`config.mk`:
```
export PLATFORM = sky130hd
export DESIGN_NAME = wav_fmt_chunk_parser
export DESIGN_NICKNAME = d
export VERILOG_FILES = /design/src/rtl/wfcp_pkg.sv /design/src/rtl/wav_fmt_chunk_parser.sv
export SDC_FILE = /design/constraint.sdc
export NUM_CORES = 1
export LEC_CHECK = 0
export BUFFER_PORTS_ARGS = -buffer_cell sky130_fd_sc_hd__buf_2
export CORE_ASPECT_RATIO = 1.1
export CORE_UTILIZATION = 51
export CTS_BUF_LIST = sky130_fd_sc_hd__clkbuf_4
export CTS_CLUSTER_SIZE = 40
export DETAILED_ROUTE_END_ITERATION = 8
export GPL_TIMING_DRIVEN = 0
export PLACE_DENSITY = 0.76
export REMOVE_ABC_BUFFERS = 1
export SKIP_LAST_GASP = 1
export SYNTH_ARGS = -nofsm -noshare
export SYNTH_HDL_FRONTEND = slang
export SYNTH_SLANG_ARGS = --single-unit
```
`constraint.sdc`:
```
create_clock -name clk -period 19.25 [get_ports clk]
set_clock_uncertainty 0.1 [all_clocks]
set_input_delay 3.85 -clock clk [delete_from_list [all_inputs] [get_ports clk]]
set_output_delay 3.85 -clock clk [all_outputs]
set_load 0.1 [all_outputs]
```
`src/rtl/wfcp_pkg.sv`:
```
`timescale 1ns / 1ps

package wfcp_pkg;

  localparam logic [2:0] ST_OK          = 3'd0;
  localparam logic [2:0] ST_SHORT_HDR   = 3'd1;
  localparam logic [2:0] ST_BAD_SIG     = 3'd2;
  localparam logic [2:0] ST_SHORT_CHUNK = 3'd3;
  localparam logic [2:0] ST_TOO_BIG     = 3'd4;
  localparam logic [2:0] ST_SHORT_FMT   = 3'd5;
  localparam logic [2:0] ST_FMT_SMALL   = 3'd6;
  localparam logic [2:0] ST_NON_PCM     = 3'd7;

  // Four-character codes, first character in the low byte
  localparam logic [31:0] RIFF_WORD = 32'h4646_4952;
  localparam logic [31:0] WAVE_WORD = 32'h4556_4157;
  localparam logic [31:0] FMT_WORD  = 32'h2074_6D66;

  localparam logic [31:0] MAX_CHUNK_RESET = 32'd1048576;
  localparam logic [31:0] HDR_BYTES       = 32'd12;
  localparam logic [31:0] CHUNK_HDR_BYTES = 32'd8;
  localparam logic [31:0] FMT_MIN_BYTES   = 32'd16;
  localparam logic [15:0] PCM_TAG         = 16'd1;

  localparam int unsigned OUT_BITS  = 131;
  localparam int unsigned OUT_BYTES = (OUT_BITS + 7) / 8;

endpackage

```
`src/rtl/wav_fmt_chunk_parser.sv`:
```
`timescale 1ns / 1ps

// WAV 'fmt ' chunk parser.
// Input stream: one file byte per word. s_axis_tdata is the byte, s_axis_tuser
// marks the first byte of a file and restarts parsing, s_axis_tlast marks the
// last byte of the file.
// Output stream: one word per file, carrying the status code and the PCM
// format fields from the 'fmt ' chunk (fields are zero unless the status is
// ok or non-PCM). After a result the block drops bytes until the next byte
// flagged as first.
// Configuration: cfg_wr_en/cfg_wr_data write the largest accepted chunk size;
// write only while no byte is in flight.
// Throughput: one byte per cycle unless a byte that needs the stalled result register
// waits; each byte passes an input register, then one counter-and-compare step
// against the parse state into the result register.
// Reset: the size limit returns to 1 MiB and the parser expects byte 0 of a
// file. When the receiver stalls, the result register holds its word and the
// input register still takes bytes that produce no result; a byte that needs
// the result register waits in the input register and backpressures the input.
module wav_fmt_chunk_parser (
  input  logic         clk,
  input  logic         rst,
  input  logic         cfg_wr_en,
  input  logic [31:0]  cfg_wr_data,
  input  logic         s_axis_tvalid,
  output logic         s_axis_tready,
  input  logic [7:0]   s_axis_tdata,   // data_byte
  input  logic         s_axis_tuser,   // first_byte
  input  logic         s_axis_tlast,   // end_of_stream
  output logic         m_axis_tvalid,
  input  logic         m_axis_tready,
  // status[2:0], audio_format[18:3], channel_count[34:19], sample_rate[66:35],
  // byte_rate[98:67], block_align[114:99], bits_per_sample[130:115], zero pad
  output logic [wfcp_pkg::OUT_BYTES*8-1:0] m_axis_tdata
);

  typedef enum logic [1:0] {
    PH_HEADER,
    PH_CHUNK_HDR,
    PH_SKIP,
    PH_FMT
  } phase_t;

  logic [31:0]  max_chunk_bytes;
  logic         in_valid;
  logic [7:0]   in_byte;
  logic         in_first;
  logic         in_last;
  phase_t       phase,        phase_next;
  logic [31:0]  byte_count,   byte_count_next;
  logic [31:0]  chunk_tag,    chunk_tag_next;
  logic [31:0]  chunk_length, chunk_length_next;
  logic [127:0] fmt_bytes,    fmt_bytes_next;
  logic         signature_ok, signature_ok_next;
  logic         finished,     finished_next;
  logic         out_valid;
  logic [wfcp_pkg::OUT_BYTES*8-1:0] out_data, out_data_next;
  logic         res_valid;
  logic         advance;

  assign advance       = in_valid && (!res_valid || !out_valid || m_axis_tready);
  assign s_axis_tready = !in_valid || advance;
  assign m_axis_tvalid = out_valid;
  assign m_axis_tdata  = out_data;

  always_comb begin
    phase_t      ph;
    logic [31:0] cnt;
    logic [31:0] cnt_inc;
    logic [31:0] tag;
    logic [31:0] len;
    logic [127:0] fw;
    logic        sok;
    logic        fin;
    logic        dec;
    logic [2:0]  st;

    ph  = phase;
    cnt = byte_count;
    tag = chunk_tag;
    len = chunk_length;
    fw  = fmt_bytes;
    sok = signature_ok;
    fin = finished;
    if (in_first) begin
      ph  = PH_HEADER;
      cnt = '0;
      tag = '0;
      len = '0;
      fw  = '0;
      sok = 1'b1;
      fin = 1'b0;
    end
    cnt_inc = cnt + 32'd1;
    dec = 1'b0;
    st  = wfcp_pkg::ST_OK;

    if (!fin) begin
      unique case (ph)
        PH_HEADER: begin
          if (cnt < 32'd4 && in_byte != wfcp_pkg::RIFF_WORD[8*cnt[1:0] +: 8]) begin
            sok = 1'b0;
          end
          if (cnt >= 32'd8 && in_byte != wfcp_pkg::WAVE_WORD[8*cnt[1:0] +: 8]) begin
            sok = 1'b0;
          end
          cnt = cnt_inc;
          if (cnt_inc >= wfcp_pkg::HDR_BYTES) begin
            if (!sok) begin
              dec = 1'b1;
              st  = wfcp_pkg::ST_BAD_SIG;
            end else begin
              ph  = PH_CHUNK_HDR;
              cnt = '0;
              tag = '0;
              len = '0;
            end
          end
        end
        PH_CHUNK_HDR: begin
          if (!cnt[2]) begin
            tag[8*cnt[1:0] +: 8] = in_byte;
          end else begin
            len[8*cnt[1:0] +: 8] = in_byte;
          end
          cnt = cnt_inc;
          if (cnt_inc >= wfcp_pkg::CHUNK_HDR_BYTES) begin
            cnt = '0;
            if (len > max_chunk_bytes) begin
              dec = 1'b1;
              st  = wfcp_pkg::ST_TOO_BIG;
            end else if (tag == wfcp_pkg::FMT_WORD) begin
              ph = PH_FMT;
              fw = '0;
              if (len == '0) begin
                dec = 1'b1;
                st  = wfcp_pkg::ST_FMT_SMALL;
              end
            end else begin
              ph = PH_SKIP;
              if (len == '0) begin
                ph  = PH_CHUNK_HDR;
                tag = '0;
              end
            end
          end
        end
        PH_SKIP: begin
          cnt = cnt_inc;
          if (cnt_inc >= len) begin
            ph  = PH_CHUNK_HDR;
            cnt = '0;
            tag = '0;
            len = '0;
          end
        end
        PH_FMT: begin
          if (cnt < 32'd16) begin
            fw[8*cnt[3:0] +: 8] = in_byte;
          end
          cnt = cnt_inc;
          if (cnt_inc >= len) begin
            dec = 1'b1;
            if (len < wfcp_pkg::FMT_MIN_BYTES) begin
              st = wfcp_pkg::ST_FMT_SMALL;
            end else if (fw[15:0] != wfcp_pkg::PCM_TAG) begin
              st = wfcp_pkg::ST_NON_PCM;
            end else begin
              st = wfcp_pkg::ST_OK;
            end
          end
        end
        default: begin
          ph = PH_HEADER;
        end
      endcase
      if (!dec && in_last) begin
        dec = 1'b1;
        if (ph == PH_HEADER) begin
          st = wfcp_pkg::ST_SHORT_HDR;
        end else if (ph == PH_FMT) begin
          st = wfcp_pkg::ST_SHORT_FMT;
        end else begin
          st = wfcp_pkg::ST_SHORT_CHUNK;
        end
      end
      if (dec) begin
        fin = 1'b1;
      end
    end

    phase_next        = ph;
    byte_count_next   = cnt;
    chunk_tag_next    = tag;
    chunk_length_next = len;
    fmt_bytes_next    = fw;
    signature_ok_next = sok;
    finished_next     = fin;
    res_valid         = dec;

    out_data_next = '0;
    out_data_next[2:0] = st;
    if (st == wfcp_pkg::ST_OK || st == wfcp_pkg::ST_NON_PCM) begin
      out_data_next[18:3]    = fw[15:0];
      out_data_next[34:19]   = fw[31:16];
      out_data_next[66:35]   = fw[63:32];
      out_data_next[98:67]   = fw[95:64];
      out_data_next[114:99]  = fw[111:96];
      out_data_next[130:115] = fw[127:112];
    end
  end

  always_ff @(posedge clk) begin
    if (rst) begin
      max_chunk_bytes <= wfcp_pkg::MAX_CHUNK_RESET;
      in_valid        <= 1'b0;
      out_valid       <= 1'b0;
      phase           <= PH_HEADER;
      byte_count      <= '0;
      chunk_tag       <= '0;
      chunk_length    <= '0;
      fmt_bytes       <= '0;
      signature_ok    <= 1'b1;
      finished        <= 1'b0;
    end else begin
      if (cfg_wr_en) begin
        max_chunk_bytes <= cfg_wr_data;
      end
      if (s_axis_tready) begin
        in_valid <= s_axis_tvalid;
      end
      if (advance) begin
        phase        <= phase_next;
        byte_count   <= byte_count_next;
        chunk_tag    <= chunk_tag_next;
        chunk_length <= chunk_length_next;
        fmt_bytes    <= fmt_bytes_next;
        signature_ok <= signature_ok_next;
        finished     <= finished_next;
      end
      if (advance && res_valid) begin
        out_valid <= 1'b1;
      end else if (m_axis_tready) begin
        out_valid <= 1'b0;
      end
    end
  end

  always_ff @(posedge clk) begin
    if (s_axis_tready && s_axis_tvalid) begin
      in_byte  <= s_axis_tdata;
      in_first <= s_axis_tuser;
      in_last  <= s_axis_tlast;
    end
    if (advance && res_valid) begin
      out_data <= out_data_next;
    end
  end

`ifndef SYNTHESIS
  a_ok_is_pcm: assert property (@(posedge clk) disable iff (rst)
    out_valid && out_data[2:0] == wfcp_pkg::ST_OK |-> out_data[18:3] == wfcp_pkg::PCM_TAG)
    else $error("ok result without PCM format tag");

  a_error_fields_zero: assert property (@(posedge clk) disable iff (rst)
    out_valid && out_data[2:0] != wfcp_pkg::ST_OK && out_data[2:0] != wfcp_pkg::ST_NON_PCM
    |-> out_data[130:3] == '0)
    else $error("format fields set on error result");

  a_result_finishes: assert property (@(posedge clk) disable iff (rst)
    advance && res_valid |=> finished && out_valid)
    else $error("result did not close the file");

  a_header_count: assert property (@(posedge clk) disable iff (rst)
    phase == PH_HEADER && !finished |-> byte_count < wfcp_pkg::HDR_BYTES)
    else $error("header byte count out of range");

  a_chunk_hdr_count: assert property (@(posedge clk) disable iff (rst)
    phase == PH_CHUNK_HDR |-> byte_count < wfcp_pkg::CHUNK_HDR_BYTES)
    else $error("chunk header byte count out of range");
`endif

endmodule

```
Yosys cells after proc, flatten, opt, wreduce, memory -nomap -nowiden
Cells that the tools add are included.
W data, S select, Z words.
- memories: 0
- word-level logic and storage cells: 150
- bits in latches: 0
- memory bits (writable): 0
- memory bits (read-only): 0
- bits of input ports: 47
- output and inout port bits: 138
- register bits: 403
- multiply operators: 0
- shifts and indexed selects: 6
- bitwise logic cells: 0
- add/subtract/negate cells: 3
- muxes and demuxes: 90
- equality and inequality tests: 9
- div/mod/pow operators: 0
- reduce and logical (&&, ||, !) cells: 19
- magnitude comparators: 8
- operator list (cell ; number):
    $mux W128 ; 8
    $mux W32 ; 26
    $pmux W128 S2 ; 1
    $pmux W32 S3 ; 2
    $bwmux W128 ; 1
    $pmux W32 S4 ; 1
    $shift A8 B34 Y128 const A ; 1
    $shiftx A8 B34 Y128 ; 1
    $ge A32 B4 Y1 const B ; 3
    $bwmux W32 ; 2
    $lt A32 B5 Y1 const B ; 2
    $shiftx A32 B6 Y8 const A ; 2
    $neg A5 Y34 ; 1
    $neg A7 Y34 ; 1
    $shift A8 B34 Y32 const A ; 1
    $shiftx A8 B34 Y32 ; 1
    $mux W3 ; 11
    $add A32 B1 Y32 const B ; 1
    $eq A32 B30 Y1 const B ; 1
    $ge A32 B32 Y1 ; 1
    $gt A32 B32 Y1 ; 1
    $logic_not A32 Y1 ; 1
    $lt A32 B3 Y1 const B ; 1
    $mux W2 ; 12
    other kinds (15) ; 52

Longest topological paths before layout
Gate-level depths: netlist of run 1.
- word-level depth: 25
- mapped depth: 28

Least setup slack after synthesis of run 1
OpenSTA, ideal clock, no wires.
- path type: register to output
- start: register in_first
- end: output s_axis_tready
- data required time: 15.300 ns
- arrival: 5.867 ns
- path slack: 9.433 ns
- cell stages (with the launch flop): 19
- buffers on the path: 7
- cells stage by stage: edfxtp_1 clkbuf_1 clkbuf_1 buf_1 clkbuf_1 clkbuf_1 clkbuf_1 clkbuf_1 nor2b_1 ha_1 nand2b_1 a2111oi_0 o22ai_1 o311a_1 a2111oi_0 nand3b_1 nor2b_1 a311o_2 or3b_2
- longest elaborated chain between the ends: 24
- elaborated cells on any way between the ends: 58
- those cells by class: add/sub: 2; order compare: 6; eq/ne: 5; shift: 4; mux: 30; reduce/logical: 11
- ends and longest elaborated chain (what ; line ; text):
    start, declared ; wav_fmt_chunk_parser.sv:47 ; logic in_first;
    start signal, assigned ; wav_fmt_chunk_parser.sv:252 ; in_first <= s_axis_tuser;
    branches (longest 18 deep; another with $neg A5 Y34) ; - ;
    $mux W1 * ; wav_fmt_chunk_parser.sv:98 ; if (!fin) begin
    $logic_not A1 Y1 * ; wav_fmt_chunk_parser.sv:61 ; assign advance = in_valid && (!res_valid || !out_valid || m_axis_tready);
    $logic_or A1 B1 Y1 * (2 in a row) ; wav_fmt_chunk_parser.sv:61 ;
    $logic_and A1 B1 Y1 * ; wav_fmt_chunk_parser.sv:61 ;
    $logic_or A1 B1 Y1 * ; wav_fmt_chunk_parser.sv:62 ; assign s_axis_tready = !in_valid || advance;
    end, declared ; wav_fmt_chunk_parser.sv:26 ; output logic s_axis_tready,
Every way passes the cells marked *. The select of a mux whose other input is x is not followed.

Worst setup path in the final report of run 1
Ends and elaborated chain as after synthesis.

==> load_flow_metrics.sql, run 1 <==
INSERT INTO impl_metrics (metric_group, metric, value, unit) VALUES
('die', 'std_cell_rows', '76', ''),
('critical_path', 'timing.critical_path.slowest_stage_cell', 'sky130_fd_sc_hd__or4b_2', ''),
('status', 'violations', 'design-rule violations', ''),
('logic_synthesis', 'fraction_of_synthesized_cell_area_taken_by_the_top_area_cell_type', '25.5', '%'),
('sta', 'finalSetupTns', '0', 'ns'),
('cells_and_area', 'multi_input_comb_area', '10200', 'um2'),
('logic_synthesis', 'synth_cells', '2115', ''),
('placement', 'postPlaceCellArea', '21900', 'um2'),
('detailed_routing', 'detailroute.via_count', '18000', ''),
('die', 'fp.coreArea', '39500', 'um2'),
('logic_synthesis', 'synth_flop_cell', 'sky130_fd_sc_hd__dfxtp_1', ''),
('placement', 'gpl.final_weighted_congestion', '0.909', ''),
('critical_path', 'endpoint_kind', 'output port', ''),
('critical_path', 'regToRegStartpoint', 'in_first', ''),
('clock_network', 'cts.htree.levels', '3', ''),
('logic_synthesis', 'netlist_top_cells_area', 'sky130_fd_sc_hd__dfxtp_1 (26%), sky130_fd_sc_hd__edfxtp_1 (21%), sky130_fd_sc_hd__a22o_1 (6.1%)', ''),
('critical_path', 'worst-endpoint-required', '15.30', 'ns'),
('clock_network', 'post_cts_gate_resize_count', '0', ''),
('global_routing', 'grt_overflow_total', '0', ''),
('sta', 'rsz0062_at_grt', 'false', ''),
('die', 'fp.dieW', '193', 'um'),
('sta', 'final_max_slew_viol_count', '0', ''),
('critical_path', 'r2r_setup_slack', '9.41', 'ns'),
('detailed_routing', 'drt_first_iter_violations', '1913', ''),
('die', 'i_o_pins', '185', ''),
('critical_path', 'cp_slowest_stage_delay', '0.86', 'ns'),
('logic_synthesis', 'syn_area', '20500', 'um2'),
('critical_path', 'cp-start-kind', 'flop', ''),
('hold_path', 'timing.hold.worst.class', 'reg -> reg', ''),
('placement', 'detailedPlace.worstSlack', '7.75', 'ns'),
('logic_synthesis', 'synth_compound_area_share', '22.8', '%'),
('logic_synthesis', 'synth.most_common_cell', 'sky130_fd_sc_hd__nor2_1', ''),
('sta', 'setup_viol_count_final', '0', ''),
('critical_path', 'crit_arrival', '8.52', 'ns'),
('logic_synthesis', 'asyncSetResetFlopFracSynth', '0', '%'),
('global_routing', 'grt_pass1_vias', '17400', ''),
('cells_and_area', 'nets', '2386', ''),
('critical_path', 'worst-setup-path-type', 'reg -> out', ''),
('placement', 'numPortBuffers', '179', ''),
('flow_run', 'drv_cap', '0', ''),
('placement', 'dpl.hpwl', '41100', 'um'),
('logic_synthesis', 'synthXorXnorAreaFrac', '1.28', '%'),
('sta', 'slew_headroom', '14.3', '%'),
('hold_path', 'hp-start', 'fmt_bytes[56]', ''),
('power_and_ir_drop', 'powerDensity', '79.7', 'nW/um2'),
('cells_and_area', 'synthToLayoutAreaGrowth', '13.8', '%'),
('critical_path', 'rr_worst_depth', '21', ''),
('power_and_ir_drop', 'vdd_ir_drop_max', '0.0498', 'mV'),
('detailed_routing', 'firstDrtPassIters', '9', ''),
('clock_network', 'root_buffer', 'sky130_fd_sc_hd__clkbuf_4', ''),
('clock_network', 'clock_sink_count', '403', ''),
('hold_path', 'min_delay_path_depth', '1', ''),
('cells_and_area', 'ff_latch_area', '9480', 'um2'),
('logic_synthesis', 'ys_warnings', '0', ''),
('logic_synthesis', 'number_of_enable_type_register_cells_in_the_synthesized_netlist', '141', ''),
('status', 'outcome', 'complete, but fails checks', ''),
('global_routing', 'grt_first_pass_wirelength', '92800', 'um'),
('die', 'floorplan.die_area', '41100', 'um2'),
('detailed_routing', 'antenna_left', '0', ''),
('die', 'floorplan.initialDensity', '52.0', '%'),
('clock_network', 'cts_tree', 'yes', ''),
('critical_path', 'crit_fanout', '28', ''),
('power_and_ir_drop', 'total_leakage_power', '8.95', 'nW'),
('detailed_routing', 'number_of_remaining_drc_errors', '20', ''),
('logic_synthesis', 'ys_types', '97', ''),
('clock_network', 'post-cts-setup-buffer-count', '0', ''),
('global_routing', 'grt_util_all_layers', '28.3', '%'),
('logic_synthesis', 'yosys-top-cells-count', 'sky130_fd_sc_hd__nor2_1 (284), sky130_fd_sc_hd__dfxtp_1 (262), sky130_fd_sc_hd__a22o_1 (144)', ''),
('critical_path', 'path_buf_inv', '4', ''),
('cells_and_area', 'layout-drive-gt1-share', '18.6', '%'),
('logic_synthesis', 'synth-adder-area-share', '4.69', '%');
## kinds of logic after synthesis
| family | Yosys count |
|---|---|
| buffers and inverters | 219 |
| AOI/OAI and AO/OA | 602 |
| DFF | 403 |
| adders and majority gates | 77 |
| xor gates and xnor gates | 30 |
| muxes | 52 |
| other | 1 |
| and+or+nand+nor | 731 |
## report_power, final
part	switching [W]	internal [W]
registers	0.0000124	0.000891
clock network	0.000355	0.000398
logic	0.000159	0.0000481
total	0.000526	0.00134
## sequential cells by signal (all words and copies together), names as in the netlist, 2 cells and up
name             count
m_axis_tdata       131
fmt_bytes          128
byte_count          32
chunk_length        32
chunk_tag           32
max_chunk_bytes     32
in_byte              8
phase                2
## routing by layer
metal  wire length [um]  track usage, %
met4               2420            15.9
met5                  0               0
met3               4260            5.27
met1              23600            34.0
met2              28600            48.1
## cell usage in the layout (no fill, tap or decap), types with 21 or more instances in the layout
cell type / netlist / final
sky130_fd_sc_hd__a21oi_1: 95 / 94
sky130_fd_sc_hd__a22o_1: 144 / 144
sky130_fd_sc_hd__a22oi_1: 111 / 111
sky130_fd_sc_hd__a32o_1: 66 / 66
sky130_fd_sc_hd__buf_2: 46 / 179
sky130_fd_sc_hd__clkbuf_4: 0 / 150
sky130_fd_sc_hd__clkinv_1: 1 / 26
sky130_fd_sc_hd__dfxtp_1: 262 / 262
sky130_fd_sc_hd__edfxtp_1: 141 / 141
sky130_fd_sc_hd__ha_1: 77 / 77
sky130_fd_sc_hd__inv_1: 53 / 52
sky130_fd_sc_hd__mux2i_1: 49 / 49
sky130_fd_sc_hd__nand2_1: 120 / 120
sky130_fd_sc_hd__nand3_1: 61 / 61
sky130_fd_sc_hd__nand4_1: 32 / 32
sky130_fd_sc_hd__nor2_1: 284 / 283
sky130_fd_sc_hd__nor2b_1: 21 / 21
sky130_fd_sc_hd__nor3_1: 34 / 33
sky130_fd_sc_hd__nor4_1: 24 / 24
sky130_fd_sc_hd__o21ai_0: 47 / 47
sky130_fd_sc_hd__or4_1: 21 / 21
## worst max path at each step
stage	endpoint	slack, ns	cells after the start
2_1_floorplan	m_axis_tdata[100]	7.23	21
3_3_place_gp	m_axis_tdata[108]	1.42	17
3_5_place_dp	s_axis_tready	7.75	19
4_1_cts	s_axis_tready	6.86	19
5_1_grt	s_axis_tready	6.48	22
6_report	s_axis_tready	6.78	19
## layout make-up
| class | count | area share, % |
|---|---|---|
| clock inverter | 36 | 0.985 |
| antenna | 1 | 0.0107 |
| inverter | 54 | 0.868 |
| sequential | 403 | 40.6 |
| multi-input combinational | 1497 | 43.6 |
| timing repair buffer | 205 | 6.38 |
| clock buffer | 150 | 4.82 |
| tap | 507 | 2.72 |
## per-stage QoR
step                cells  hold slack [ns]  total power [W]
floorplan            1954            0.332          0.00105
global placement     2640            0.346          0.00111
detailed placement   2663            0.349          0.00112
CTS                  2849            0.368          0.00187
global route         2853            0.383          0.00193
finish               2853            0.366          0.00186
Note: power is estimated with default switching activity, not from simulation.
==> run 2, diff against run 1 <==
--- a/config.mk
+++ b/config.mk
@@ -5,6 +5,7 @@
 export SDC_FILE = /design/constraint.sdc
 export NUM_CORES = 1
 export LEC_CHECK = 0
+export ABC_AREA = 1
 export BUFFER_PORTS_ARGS = -buffer_cell sky130_fd_sc_hd__buf_2
 export CORE_ASPECT_RATIO = 1.1
 export CORE_UTILIZATION = 51
@@ -12,7 +13,7 @@
 export CTS_CLUSTER_SIZE = 40
 export DETAILED_ROUTE_END_ITERATION = 8
 export GPL_TIMING_DRIVEN = 0
-export PLACE_DENSITY = 0.76
+export PLACE_DENSITY = 0.75
 export REMOVE_ABC_BUFFERS = 1
 export SKIP_LAST_GASP = 1
 export SYNTH_ARGS = -nofsm -noshare
==> constraint.sdc (replaced) <==
create_clock -name clk -period 11.55 [get_ports clk]
set_clock_uncertainty 0.1 [all_clocks]
set_input_delay 2.31 -clock clk [delete_from_list [all_inputs] [get_ports clk]]
set_output_delay 2.31 -clock clk [all_outputs]
set_load 0.1 [all_outputs]
==> load_flow_metrics.sql, run 2 <==
INSERT INTO impl_metrics (metric_group, metric, value, unit) VALUES
('critical_path', 'crit_arrival', '8.60', 'ns'),
('detailed_routing', 'number_of_remaining_drc_errors', '0', ''),
('clock_network', 'clock_sink_count', '403', ''),
('logic_synthesis', 'fraction_of_synthesized_cell_area_taken_by_the_top_area_cell_type', '19.8', '%'),
('clock_network', 'path_clk_slew', '0.06', 'ns'),
('clock_network', 'post-cts-setup-buffer-count', '0', ''),
('detailed_routing', 'm1_wire_length', '33200', 'um'),
('die', 'fp.dieW', '219', 'um'),
('critical_path', 'r2r_setup_slack', '1.64', 'ns'),
('logic_synthesis', 'yosys-top-cells-count', 'sky130_fd_sc_hd__nand2_1 (1007), sky130_fd_sc_hd__o21ai_0 (460), sky130_fd_sc_hd__nor2_1 (428)', ''),
('clock_network', 'tritoncts_buffer_count', '109', ''),
('cells_and_area', 'nets', '4149', ''),
('critical_path', 'crit_fanout', '137', ''),
('global_routing', 'antenna_found_initial', '1', ''),
('hold_path', 'hold-path-endpoint', 'chunk_tag[22]', ''),
('logic_synthesis', 'synth.most_common_cell', 'sky130_fd_sc_hd__nand2_1', ''),
('logic_synthesis', 'synth.yosys.seq_area_share', '35.8', '%'),
('cells_and_area', 'largest_reg_flops', '131', ''),
('power_and_ir_drop', 'total_leakage_power', '12.5', 'nW'),
('die', 'floorplan.initialDensity', '51.6', '%'),
('sta', 'setup_viol_count_final', '0', ''),
('detailed_routing', 'detailroute.via_count', '27800', ''),
('placement', 'gpl.final_weighted_congestion', '0.920', ''),
('sta', 'fmax', '0.0908', 'GHz'),
('cells_and_area', 'layout-drive-gt1-share', '11.9', '%'),
('placement', 'numPortBuffers', '179', ''),
('flow_run', 'drv_cap', '0', ''),
('power_and_ir_drop', 'vdd_ir_drop_max', '0.115', 'mV'),
('logic_synthesis', 'number_of_enable_type_register_cells_in_the_synthesized_netlist', '141', ''),
('die', 'fp.dieH', '241', 'um'),
('sta', 'worst-slew-pin-transition', '1.41', 'ns'),
('critical_path', 'cp-start-kind', 'flop', ''),
('critical_path', 'rr_worst_depth', '32', ''),
('power_and_ir_drop', 'power.share.sequential', '41.0', '%'),
('sta', 'slew_headroom', '6.13', '%'),
('logic_synthesis', 'ys_warnings', '0', ''),
('critical_path', 'worst-endpoint-required', '9.14', 'ns'),
('clock_network', 'ctsLongestPathBuffers', '3', ''),
('placement', 'post-place-cells', '4579', ''),
('die', 'i_o_pins', '185', ''),
('clock_network', 'cts_tree', 'yes', ''),
('sta', 'post-route-min-period', '11.01', 'ns'),
('detailed_routing', 'routedWlPerCell', '17.0', 'um'),
('logic_synthesis', 'synth_cells', '3961', ''),
('cells_and_area', 'layout_common_cells', 'sky130_fd_sc_hd__nand2_1 (1005), sky130_fd_sc_hd__o21ai_0 (460), sky130_fd_sc_hd__nor2_1 (423)', ''),
('die', 'floorplan.die_area', '52800', 'um2'),
('detailed_routing', 'drt_first_iter_violations', '3178', ''),
('logic_synthesis', 'netlist_top_cells_area', 'sky130_fd_sc_hd__dfxtp_1 (20%), sky130_fd_sc_hd__edfxtp_1 (16%), sky130_fd_sc_hd__nand2_1 (14%)', ''),
('clock_network', 'clk_latency', '0.94', 'ns'),
('logic_synthesis', 'ys_types', '49', ''),
('power_and_ir_drop', 'comb_power_share', '25.6', '%'),
('critical_path', 'regToRegStartpoint', 'in_first', ''),
('logic_synthesis', 'synth_flop_cell', 'sky130_fd_sc_hd__dfxtp_1', ''),
('detailed_routing', 'wl_met3', '7430', 'um'),
('cells_and_area', 'synthToLayoutAreaGrowth', '10.4', '%'),
('detailed_routing', 'route.detailed.vias_per_inst', '5.81', ''),
('critical_path', 'worst-setup-path-type', 'reg -> out', ''),
('status', 'outcome', 'finished, final reports clean', ''),
('power_and_ir_drop', 'power_report.internal_total', '0.00250', 'W'),
('die', 'fp.coreArea', '51300', 'um2'),
('hold_path', 'hp-start', 'chunk_tag[22]', ''),
('die', 'std_cell_rows', '87', ''),
('critical_path', 'r2r_end', 'm_axis_tdata[10]', ''),
('sta', 'final_max_slew_viol_count', '0', ''),
('detailed_routing', 'routed.top_layer', 'met5', ''),
('logic_synthesis', 'synth.ff_latch_count', '403', ''),
('clock_network', 'root_buffer', 'sky130_fd_sc_hd__clkbuf_4', ''),
('cells_and_area', 'final-instance-count-excl-fill', '4782', ''),
('placement', 'postPlaceCellArea', '27700', 'um2'),
('global_routing', 'grt_util_all_layers', '30.1', '%'),
('detailed_routing', 'firstDrtPassIters', '6', ''),
('sta', 'min_period_over_period', '95.3', '%'),
('sta', 'timing_hold_violations_final', '0', ''),
('logic_synthesis', 'synth_area_leader_cell', 'sky130_fd_sc_hd__dfxtp_1', ''),
('detailed_routing', 'routed_wl', '81400', 'um'),
('placement', 'dpl.hpwl', '54000', 'um'),
('critical_path', 'timing.critical_path.slowest_stage_cell', 'sky130_fd_sc_hd__ha_2', ''),
('power_and_ir_drop', 'power_switching', '0.00152', 'W'),
('cells_and_area', 'final_design_area_no_fill', '29200', 'um2'),
('power_and_ir_drop', 'powerDensity', '138', 'nW/um2'),
('detailed_routing', 'antenna_left', '0', ''),
('logic_synthesis', 'asyncSetResetFlopFracSynth', '0', '%'),
('logic_synthesis', 'syn_avg_cell_area', '6.68', 'um2'),
('hold_path', 'min_delay_path_depth', '2', ''),
('hold_path', 'timing.hold.worst.class', 'reg -> reg', ''),
('power_and_ir_drop', 'power.share.switching', '37.8', '%'),
('critical_path', 'endpoint_kind', 'output port', ''),
('detailed_routing', 'met2_length', '36800', 'um'),
('clock_network', 'cts.htree.levels', '3', ''),
('critical_path', 'cp_slowest_stage_delay', '0.86', 'ns'),
('global_routing', 'grt_max_degree', '158', ''),
('global_routing', 'grt_pass1_vias', '24200', ''),
('global_routing', 'grt_overflow_total', '0', ''),
('power_and_ir_drop', 'pwr-share-clk', '33.4', '%'),
('critical_path', 'critical_path.most_common_cell', 'sky130_fd_sc_hd__nand2_1', ''),
('cells_and_area', 'layout_commonest_cell', 'sky130_fd_sc_hd__nand2_1', ''),
('sta', 'rsz0062_at_grt', 'false', ''),
('logic_synthesis', 'syn_area', '26500', 'um2'),
('global_routing', 'grt_first_pass_wirelength', '127000', 'um');
==> run 2: area by class of cell <==
class | count | area (um2)
fill | 4911 | 22000
antenna | 1 | 2.50
tap | 667 | 835
multi-input combinational | 2957 | 14500
timing repair buffer | 216 | 1690
inverter | 338 | 1290
clock inverter | 46 | 278
sequential | 403 | 9480
clock buffer | 154 | 1160
==> run 2: power groups by stage <==
stage	clock, W	combinational, W	sequential (W)
global route	0.00143	0.00111	0.00166
finish	0.00134	0.00103	0.00165
global placement	0	0.000980	0.00169
detailed placement	0	0.00101	0.00168
floorplan	0	0.000518	0.00190
CTS	0.00137	0.00102	0.00165
==> run 2: timing repair <==
action	4_1_cts	5_1_grt
hold buffers	0	0
gates resized for setup	0	1
endpoints found under the setup margin	0	1
==> run 2: worst max path at each step <==
| stage | start | endpoint | cells after the start |
|---|---|---|---|
| floorplan | in_first | m_axis_tdata[0] | 25 |
| global placement | phase[0] | m_axis_tdata[12] | 13 |
| detailed placement | in_first | s_axis_tready | 27 |
| CTS | in_first | s_axis_tready | 27 |
| global route | in_first | s_axis_tready | 27 |
| finish | in_first | s_axis_tready | 27 |
==> run 2: routing by layer <==
layer | GRT usage, % | vias to the layer above
li1 | - | 13600
met1 | 39.1 | 12600
met2 | 47.6 | 1398
met3 | 4.94 | 266
met4 | 17.0 | 2
met5 | 0.833 | -
==> run 2: logic make-up after synthesis <==
logic type	Yosys count	synth area share [%]
simple gates	1813	28.9
xor+xnor	9	0.298
other cells	1	0.0142
flops	403	35.8
compound gates	1053	21.7
fa+ha+maj	77	3.64
buf+inv	605	9.67
==> run 2: worst max-delay path: cells and delay by family, from the launching register on <==
family	cells	cell delay (ns)
buffers and inverters	8	2.40
AO/OA/AOI/OAI	4	0.47
flip-flops	1	0.75
AND/OR/NAND/NOR	13	2.78
adder cells (fa/ha/maj)	2	1.09
==> run 2: metrics by stage <==
step	hold slack [ns]	power, W	setup WS [ns]	utilization, %	setup TNS [ns]
final	0.364	0.00403	0.539	57.0	0
after global routing	0.379	0.00420	0.290	57.0	0
after CTS	0.364	0.00403	0.459	56.9	0
after detailed placement	0.355	0.00269	1.42	54.1	0
after global placement	0.344	0.00267	-10.92	52.5	-3924.46
after floorplan	0.327	0.00242	-1.93	-	-410.78
